[src/rtl/lvrc_pkg.sv]
`timescale 1ns / 1ps
// ----------------------------------------------------------------------------
// lvrc_pkg: low voltage relay cutoff shared types and constants
// Word layouts, rule fields, register indexes and the timer add.
// ----------------------------------------------------------------------------
package lvrc_pkg;

	localparam int RULE_COUNT  = 4;
	localparam int RELAY_COUNT = 8;
	localparam int SLOTS       = 4;

	localparam int MV_W        = 16;
	localparam int DT_W        = 16;
	localparam int RELAY_W     = 8;
	localparam int RELAY_IDX_W = $clog2(RELAY_W);
	localparam int NUM_W       = 4;
	localparam int TIMER_W     = 24;
	localparam int RULE_W      = 60;
	localparam int CFG_W       = 60;
	localparam int CFG_IDX_W   = 3;

	// register indexes
	localparam logic [CFG_IDX_W-1:0] REG_ENABLE = CFG_IDX_W'(0);
	localparam logic [CFG_IDX_W-1:0] REG_RULE0  = CFG_IDX_W'(1);

	typedef struct packed {
		logic [TIMER_W-1:0] confirm_ms;
		logic [MV_W-1:0]    restore_mv;
		logic [MV_W-1:0]    cut_mv;
		logic [NUM_W-1:0]   relay_num;
	} rule_t;

	typedef struct packed {
		logic [MV_W-1:0]    supply_mv;
		logic               voltage_valid;
		logic [RELAY_W-1:0] relay_states;
		logic [RELAY_W-1:0] override_mask;
		logic [DT_W-1:0]    elapsed_ms;
	} lvrc_in_t;

	typedef struct packed {
		logic [RELAY_W-1:0] new_relay_states;
		logic [RELAY_W-1:0] cut_mask;
		logic [RELAY_W-1:0] restore_mask;
	} lvrc_out_t;

	// word handed from cell to cell
	typedef struct packed {
		logic               vld;
		logic               active;
		logic [MV_W-1:0]    supply_mv;
		logic [RELAY_W-1:0] override_mask;
		logic [DT_W-1:0]    elapsed_ms;
		logic [RELAY_W-1:0] mask;
		logic [RELAY_W-1:0] cuts;
		logic [RELAY_W-1:0] restores;
	} link_t;

	function automatic logic [TIMER_W-1:0] sat_add(input logic [TIMER_W-1:0] t,
			input logic [DT_W-1:0] d);
		logic [TIMER_W:0] s;
		s = {1'b0, t} + (TIMER_W+1)'(d);
		return s[TIMER_W] ? {TIMER_W{1'b1}} : s[TIMER_W-1:0];
	endfunction

endpackage

[src/rtl/lvrc_cell.sv]
`timescale 1ns / 1ps
// ----------------------------------------------------------------------------
// lvrc_cell: one rule of the cutoff chain
// Holds one rule with its cut and restore timers, applies it to the word
// passing through and hands the word to the next cell.
// ----------------------------------------------------------------------------
module lvrc_cell import lvrc_pkg::*; (
	input  logic              clk,
	input  logic              arst_n,
	input  logic              rule_we,
	input  logic [CFG_W-1:0]  rule_data,
	input  logic              visit,
	input  link_t             link_i,
	input  logic              drain,
	output link_t             link_o
);

	rule_t              rule_q;
	logic               cut_armed_q, rest_armed_q;
	logic [TIMER_W-1:0] cut_ms_q, rest_ms_q;
	link_t              link_q;

	logic               cut_armed_d, rest_armed_d;
	logic [TIMER_W-1:0] cut_ms_d, rest_ms_d;
	link_t              link_d;
	logic [RELAY_W-1:0] bit_sel;
	logic [RELAY_IDX_W-1:0] bit_idx;
	logic               on, low, high;

	always_comb begin
		cut_ms_d     = cut_armed_q  ? sat_add(cut_ms_q, link_i.elapsed_ms)  : cut_ms_q;
		rest_ms_d    = rest_armed_q ? sat_add(rest_ms_q, link_i.elapsed_ms) : rest_ms_q;
		cut_armed_d  = cut_armed_q;
		rest_armed_d = rest_armed_q;
		link_d       = link_i;
		bit_idx      = RELAY_IDX_W'(rule_q.relay_num - NUM_W'(1));
		bit_sel      = RELAY_W'(1) << bit_idx;
		on           = (link_i.mask & bit_sel) != '0;
		low          = on && (link_i.supply_mv < rule_q.cut_mv);
		high         = !on && (rule_q.restore_mv > rule_q.cut_mv)
			&& (link_i.supply_mv >= rule_q.restore_mv);
		if (link_i.active && visit) begin
			if (rule_q.relay_num == '0 || rule_q.relay_num > NUM_W'(RELAY_COUNT)) begin
				cut_armed_d  = 1'b0;
				rest_armed_d = 1'b0;
			end else if ((link_i.override_mask & bit_sel) != '0) begin
				cut_armed_d = 1'b0;
			end else begin
				if (low) begin
					if (!cut_armed_q)
						cut_ms_d = '0;
					if (cut_ms_d >= rule_q.confirm_ms) begin
						link_d.mask = link_d.mask & ~bit_sel;
						link_d.cuts = link_d.cuts | bit_sel;
						cut_armed_d = 1'b0;
					end else begin
						cut_armed_d = 1'b1;
					end
				end else begin
					cut_armed_d = 1'b0;
				end
				if (high) begin
					if (!rest_armed_q)
						rest_ms_d = '0;
					if (rest_ms_d >= rule_q.confirm_ms) begin
						link_d.mask     = link_d.mask | bit_sel;
						link_d.restores = link_d.restores | bit_sel;
						rest_armed_d    = 1'b0;
					end else begin
						rest_armed_d = 1'b1;
					end
				end else begin
					rest_armed_d = 1'b0;
				end
			end
		end
	end

	// word is loaded as the token passes, last cell holds it until drained
	always_ff @(posedge clk or negedge arst_n) begin
		if (!arst_n) begin
			rule_q       <= '0;
			cut_armed_q  <= 1'b0;
			rest_armed_q <= 1'b0;
			cut_ms_q     <= '0;
			rest_ms_q    <= '0;
			link_q       <= '0;
		end else begin
			if (rule_we)
				rule_q <= rule_t'(rule_data[RULE_W-1:0]);
			if (link_i.vld) begin
				cut_armed_q  <= cut_armed_d;
				rest_armed_q <= rest_armed_d;
				cut_ms_q     <= cut_ms_d;
				rest_ms_q    <= rest_ms_d;
				link_q       <= link_d;
			end else if (drain) begin
				link_q.vld <= 1'b0;
			end
		end
	end

	assign link_o = link_q;

endmodule

[src/rtl/low_voltage_relay_cutoff_unit.sv]
`timescale 1ns / 1ps
// Result is valid once the word has passed the registered cells, one cell per rule.
// One word in flight; the next is accepted in the cycle the result is taken.
// Reset clears the enable, all rules, armed flags, timers and the handshake state.
// ----------------------------------------------------------------------------
// low_voltage_relay_cutoff_unit: low-voltage relay disconnect with hysteresis
// A chain of rule cells passes the relay mask along, one rule per cycle.
// ----------------------------------------------------------------------------
module low_voltage_relay_cutoff_unit import lvrc_pkg::*; (
	input  logic                 clk,
	input  logic                 arst_n,
	input  logic                 sample_valid,
	output logic                 sample_stall,
	input  lvrc_in_t             sample,
	output logic                 result_valid,
	input  logic                 result_stall,
	output lvrc_out_t            result,
	input  logic                 cfg_we,
	input  logic [CFG_IDX_W-1:0] cfg_index,
	input  logic [CFG_W-1:0]     cfg_data
);

	logic  enable_q;
	logic  busy_q;
	logic  sample_take, result_take;
	link_t link [SLOTS+1];

	assign result_take  = result_valid && !result_stall;
	assign sample_stall = busy_q && !result_take;
	assign sample_take  = sample_valid && !sample_stall;

	always_ff @(posedge clk or negedge arst_n) begin
		if (!arst_n) begin
			enable_q <= 1'b0;
			busy_q   <= 1'b0;
		end else begin
			if (cfg_we && cfg_index == REG_ENABLE)
				enable_q <= cfg_data[0];
			if (sample_take)
				busy_q <= 1'b1;
			else if (result_take)
				busy_q <= 1'b0;
		end
	end

	always_comb begin
		link[0].vld           = sample_take;
		link[0].active        = enable_q && sample.voltage_valid;
		link[0].supply_mv     = sample.supply_mv;
		link[0].override_mask = sample.override_mask;
		link[0].elapsed_ms    = sample.elapsed_ms;
		link[0].mask          = sample.relay_states;
		link[0].cuts          = '0;
		link[0].restores      = '0;
	end

	for (genvar g = 0; g < SLOTS; g++) begin : g_cell
		lvrc_cell u_cell (
			.clk       (clk),
			.arst_n    (arst_n),
			.rule_we   (cfg_we && cfg_index == REG_RULE0 + CFG_IDX_W'(g)),
			.rule_data (cfg_data),
			.visit     (g < RULE_COUNT),
			.link_i    (link[g]),
			.drain     ((g == SLOTS - 1) ? !result_stall : 1'b1),
			.link_o    (link[g+1])
		);
	end

	assign result_valid            = link[SLOTS].vld;
	assign result.new_relay_states = link[SLOTS].mask;
	assign result.cut_mask         = link[SLOTS].cuts;
	assign result.restore_mask     = link[SLOTS].restores;

endmodule
[config.mk]
export PLATFORM = sky130hd
export DESIGN_NAME = low_voltage_relay_cutoff_unit
export DESIGN_NICKNAME = d
export VERILOG_FILES = /design/src/rtl/lvrc_pkg.sv /design/src/rtl/lvrc_cell.sv /design/src/rtl/low_voltage_relay_cutoff_unit.sv
export SDC_FILE = /design/constraint.sdc
export NUM_CORES = 2
export LEC_CHECK = 0
export ABC_AREA = 1
export BUFFER_PORTS_ARGS = -buffer_cell sky130_fd_sc_hd__buf_4
export CAP_MARGIN = 20
export CORE_MARGIN = 3
export CORE_UTILIZATION = 65
export CTS_CLUSTER_DIAMETER = 80
export DETAILED_ROUTE_END_ITERATION = 12
export PLACE_DENSITY_LB_ADDON = 0.15
export SLEW_MARGIN = 20
export SYNTH_ARGS = -nofsm -noshare
export SYNTH_HDL_FRONTEND = slang
export SYNTH_SLANG_ARGS = --single-unit
export TNS_END_PERCENT = 30
[constraint.sdc]
create_clock -name clk -period 6.9 [get_ports clk]
set_input_delay 1.38 -clock clk [delete_from_list [all_inputs] [get_ports clk]]
set_output_delay 1.38 -clock clk [all_outputs]
set_load 0.02 [all_outputs]
==> results.py <==
metrics = {
    "route": {
        "drc": 0,
        "drt_iter0_markers": 4863,
        "avgRoutedWirePerCell_um": 18.8,
        "vias_per_cell": 5.81,
        "postRouteAntennaNets": 1,
        "wirelength_um": 152000,
        "vias": 47000,
        "firstDrtPassIters": 6,
    },
    "worst_setup_path": {
        "crit_chain": "ha_1 -> fa_1 -> nand3_1 -> nand2_1 -> nand2_1 -> nand3_1 -> nand2_1 -> nand2_1 -> nand3_1 -> nand3_1 -> nand2_1 -> inv_1 -> ha_1 -> nand4_1 -> nor3_1 -> nor2b_1 -> nand2_1 -> nand4_1 -> nand3_1 -> nand2_1 -> nand2_1 -> nand2_1",
        "critPathLaunchType": "flip-flop",
        "worstReg2RegEnd": "g_cell[3].u_cell.link_o[18]$_DFFE_PN0P_",
        "crit_family": "simple AND/OR/NAND/NOR gates",
        "cpMaxStageDelayCell": "nand3_1",
        "cpMostUsedCell": "nand2_1",
        "rrSetupSlack_ps": 1610,
        "cp.required_ps": 7480,
        "arrival_ps": 5860,
        "critical-path-max-stage-delay_ps": 800,
        "critPathBufInv": 1,
        "rr_worst_depth": 22,
        "rr_startpoint": "g_cell[2].u_cell.link_o[24]$_DFFE_PN0P_",
        "worst-setup-path-type": "reg2reg",
        "endpoint_kind": "flip-flop",
        "critPathMaxFanout": 23,
    },
    "die": {
        "core_area_sq_um": 73300,
        "die_height_um": 279,
        "ios": 143,
        "row_count": 99,
        "die_area_sq_um": 77600,
        "fp.dieW_um": 279,
        "start_util_pct": 65.8,
    },
    "global_routing": {
        "grtUsageTotal_pct": 38.7,
        "grt_first_pass_wirelength_um": 237000,
        "grt_pass1_vias": 44200,
        "use_met2_pct": 61.3,
        "grt_start_max_net_pins": 167,
        "grt.overflow.total": 0,
        "grt_use_met1_pct": 50.2,
        "antenna_found_initial": 9,
        "grt_util_met3_pct": 7.96,
        "grt-busiest-layer": "met2",
    },
    "synthesis": {
        "synth-seq-cells": 665,
        "syn_nets": 7648,
        "ys_warn_count": 0,
        "yosysTopAreaCell": "dfrtp_1",
        "synth_cell_type_count": 45,
        "synth-seq-area-share_pct": 34.5,
        "post-synth-top-area-fraction_pct": 34.5,
        "synthTopCellsByArea": "dfrtp_1 34%, nand2_1 17%, ha_1 13%",
        "syn_inst": 7015,
        "synth_area_sq_um": 48300,
        "postSynthAreaPerCell_sq_um": 6.88,
    },
    "sta": {
        "period_share_pct": 76.6,
        "whs_ps": 476,
        "maxSlewHeadroom_pct": 28.3,
        "fmax_mhz": 189,
        "rsz0062_at_grt": "no",
        "drv_slew": 0,
        "tightestPinTransition_ps": 1070,
        "finalClockSkew_ps": 35.3,
        "fin_tns_setup_ps": 0,
        "period_needed_ps": 5290,
        "hold_viol": 0,
        "setup_viol": 0,
    },
    "run_status": {
        "outcome": "finished with violations",
        "violations": "antenna rules",
    },
    "worst_hold_path": {
        "hold_end": "g_cell[2].u_cell.link_o[41]$_DFFE_PN0P_",
        "hold_path_startpoint": "g_cell[2].u_cell.link_o[41]$_DFFE_PN0P_",
        "hold_depth": 2,
        "worstHoldPathType": "reg2reg",
    },
    "placed_design": {
        "dp.cells": 7932,
        "io_buffers": 142,
        "dp_hpwl_um": 115000,
        "routabilityCongestion": 1.02,
    },
    "clock_network": {
        "cts_setup_buffers": 0,
        "tritoncts": "done",
        "cts_buffer_depth": 3,
        "h-tree-depth": 3,
        "clk_pin_slew_ps": 60,
        "ctsHoldBuffers": 0,
        "cts_sinks": 665,
        "root_buffer": "clkbuf_16",
        "cts_made_buffers": 76,
        "clkLatencyLatePin_ps": 640,
        "cts_resized": 0,
    },
    "flow_run": {
        "drv_cap": 0,
    },
    "cells_and_area": {
        "finalNonFillerCells": 8081,
        "area_delta_synth_final_pct": 9.35,
        "drive_above_1_share_pct": 6.27,
        "layout_commonest_cell": "nand2_1",
        "final_cell_mix": "2,234 x nand2_1, 905 x inv_1, 662 x dfrtp_1, 606 x nor2_1, 508 x ha_1",
        "nets": 7685,
        "nFillCells": 6176,
    },
    "power": {
        "p_per_area_nw_per_um2": 404,
        "ir_worst_vdd_v": 0.000258,
        "p_leak_nw": 29.1,
    },
}
## per-layer routing
layer,wire length [um],part of all wire [%]
met1,60800,40
met5,0,0
met4,9130,6.0
met3,14000,9.2
met2,67800,45
## worst max-delay path by stage
stage | depth (start not counted) | endpoint | start
after floorplan | 25 | g_cell[0].u_cell.link_o[19]$_DFFE_PN0P_ | sample[0]
after global placement | 25 | g_cell[0].u_cell.link_o[23]$_DFFE_PN0P_ | sample[0]
after detailed placement | 25 | g_cell[0].u_cell.link_o[18]$_DFFE_PN0P_ | sample[0]
after CTS | 22 | g_cell[3].u_cell.link_o[18]$_DFFE_PN0P_ | g_cell[2].u_cell.link_o[24]$_DFFE_PN0P_
after global routing | 22 | g_cell[3].u_cell.link_o[18]$_DFFE_PN0P_ | g_cell[2].u_cell.link_o[24]$_DFFE_PN0P_
final | 22 | g_cell[3].u_cell.link_o[18]$_DFFE_PN0P_ | g_cell[2].u_cell.link_o[24]$_DFFE_PN0P_
## area by class of cell
class                           count  area [sq um]  area share, %
Tap cell                          959          1200           2.27
Timing Repair Buffer              172          1360           2.58
Antenna cell                        9          22.5         0.0427
Clock buffer                      102          2150           4.07
Inverter                          927          3480           6.59
Sequential cell                   665         16600           31.5
Clock inverter                     37           593           1.12
Multi-Input combinational cell   5210         27300           51.8
## registers in the layout, indices dropped and copies added, names as in the netlist
register and flops:
g_cell.u_cell.rule_q 240, g_cell.u_cell.link_o 223, enable_q 1, busy_q 1
g_cell.u_cell.cut_ms_q 96, g_cell.u_cell.rest_ms_q 96, g_cell.u_cell.cut_armed_q 4, g_cell.u_cell.rest_armed_q 4
## cell families after synthesis
group                      synth area share [%]
DFF                                        34.5
buffers and inverters                      9.03
adders and majority gates                  13.5
AOI/OAI and AO/OA                          11.3
and+or+nand+nor                            31.2
xor gates and xnor gates                  0.562
## where the power goes
group / switching (mW) / internal (mW) / total (mW)
Combinational: 6.83 / 3.72 / 10.6
Sequential: 1.34 / 5.02 / 6.36
Clock: 1.78 / 2.66 / 4.44
## worst reg2reg max path, stage by stage, from the launching register on
cell,delay [ps]
dfrtp_1,430
ha_1,290
fa_1,430
nand3_1,100
nand2_1,130
nand2_1,90
nand3_1,180
nand2_1,110
nand2_1,210
nand3_1,800
nand3_1,240
nand2_1,120
inv_1,60
ha_1,320
nand4_1,130
nor3_1,420
nor2b_1,200
nand2_1,60
nand4_1,370
nand3_1,270
nand2_1,150
nand2_1,80
nand2_1,60
## cell usage after synthesis, drive strengths merged
| cell | instances |
|---|---|
| nor3b | 3 |
| nand4 | 84 |
| nor2 | 633 |
| nor4 | 29 |
| nand2 | 2261 |
| a21boi | 1 |
| o21a | 19 |
| dfrtp | 665 |
| a21o | 15 |
| nor2b | 2 |
| ha | 508 |
| o211ai | 5 |
| nand3 | 474 |
| buf | 51 |
| or2 | 50 |
| a31oi | 17 |
| and2 | 6 |
| clkbuf | 162 |
| o21bai | 12 |
| o22ai | 8 |
| o31ai | 9 |
| fa | 8 |
| a22oi | 8 |
| xor2 | 20 |
| xnor2 | 11 |
| inv | 927 |
| nor3 | 48 |
| nand3b | 27 |
| o21ai | 522 |
| a21oi | 430 |
## stage by stage
step / worst slack (ps) / utilization [%] / total power [mW] / cell area (sq um)
4_1_cts: 1740 / 71.9 / 21.1 / 52700
2_1_floorplan: 2430 / - / 13.6 / 48300
5_1_grt: 1290 / 72.0 / 23.1 / 52800
3_5_place_dp: 1310 / 68.2 / 16.6 / 50000
6_report: 1610 / 72.0 / 21.4 / 52800
3_3_place_gp: 1430 / 68.2 / 16.3 / 50000
(Power assumes the default switching activity.)
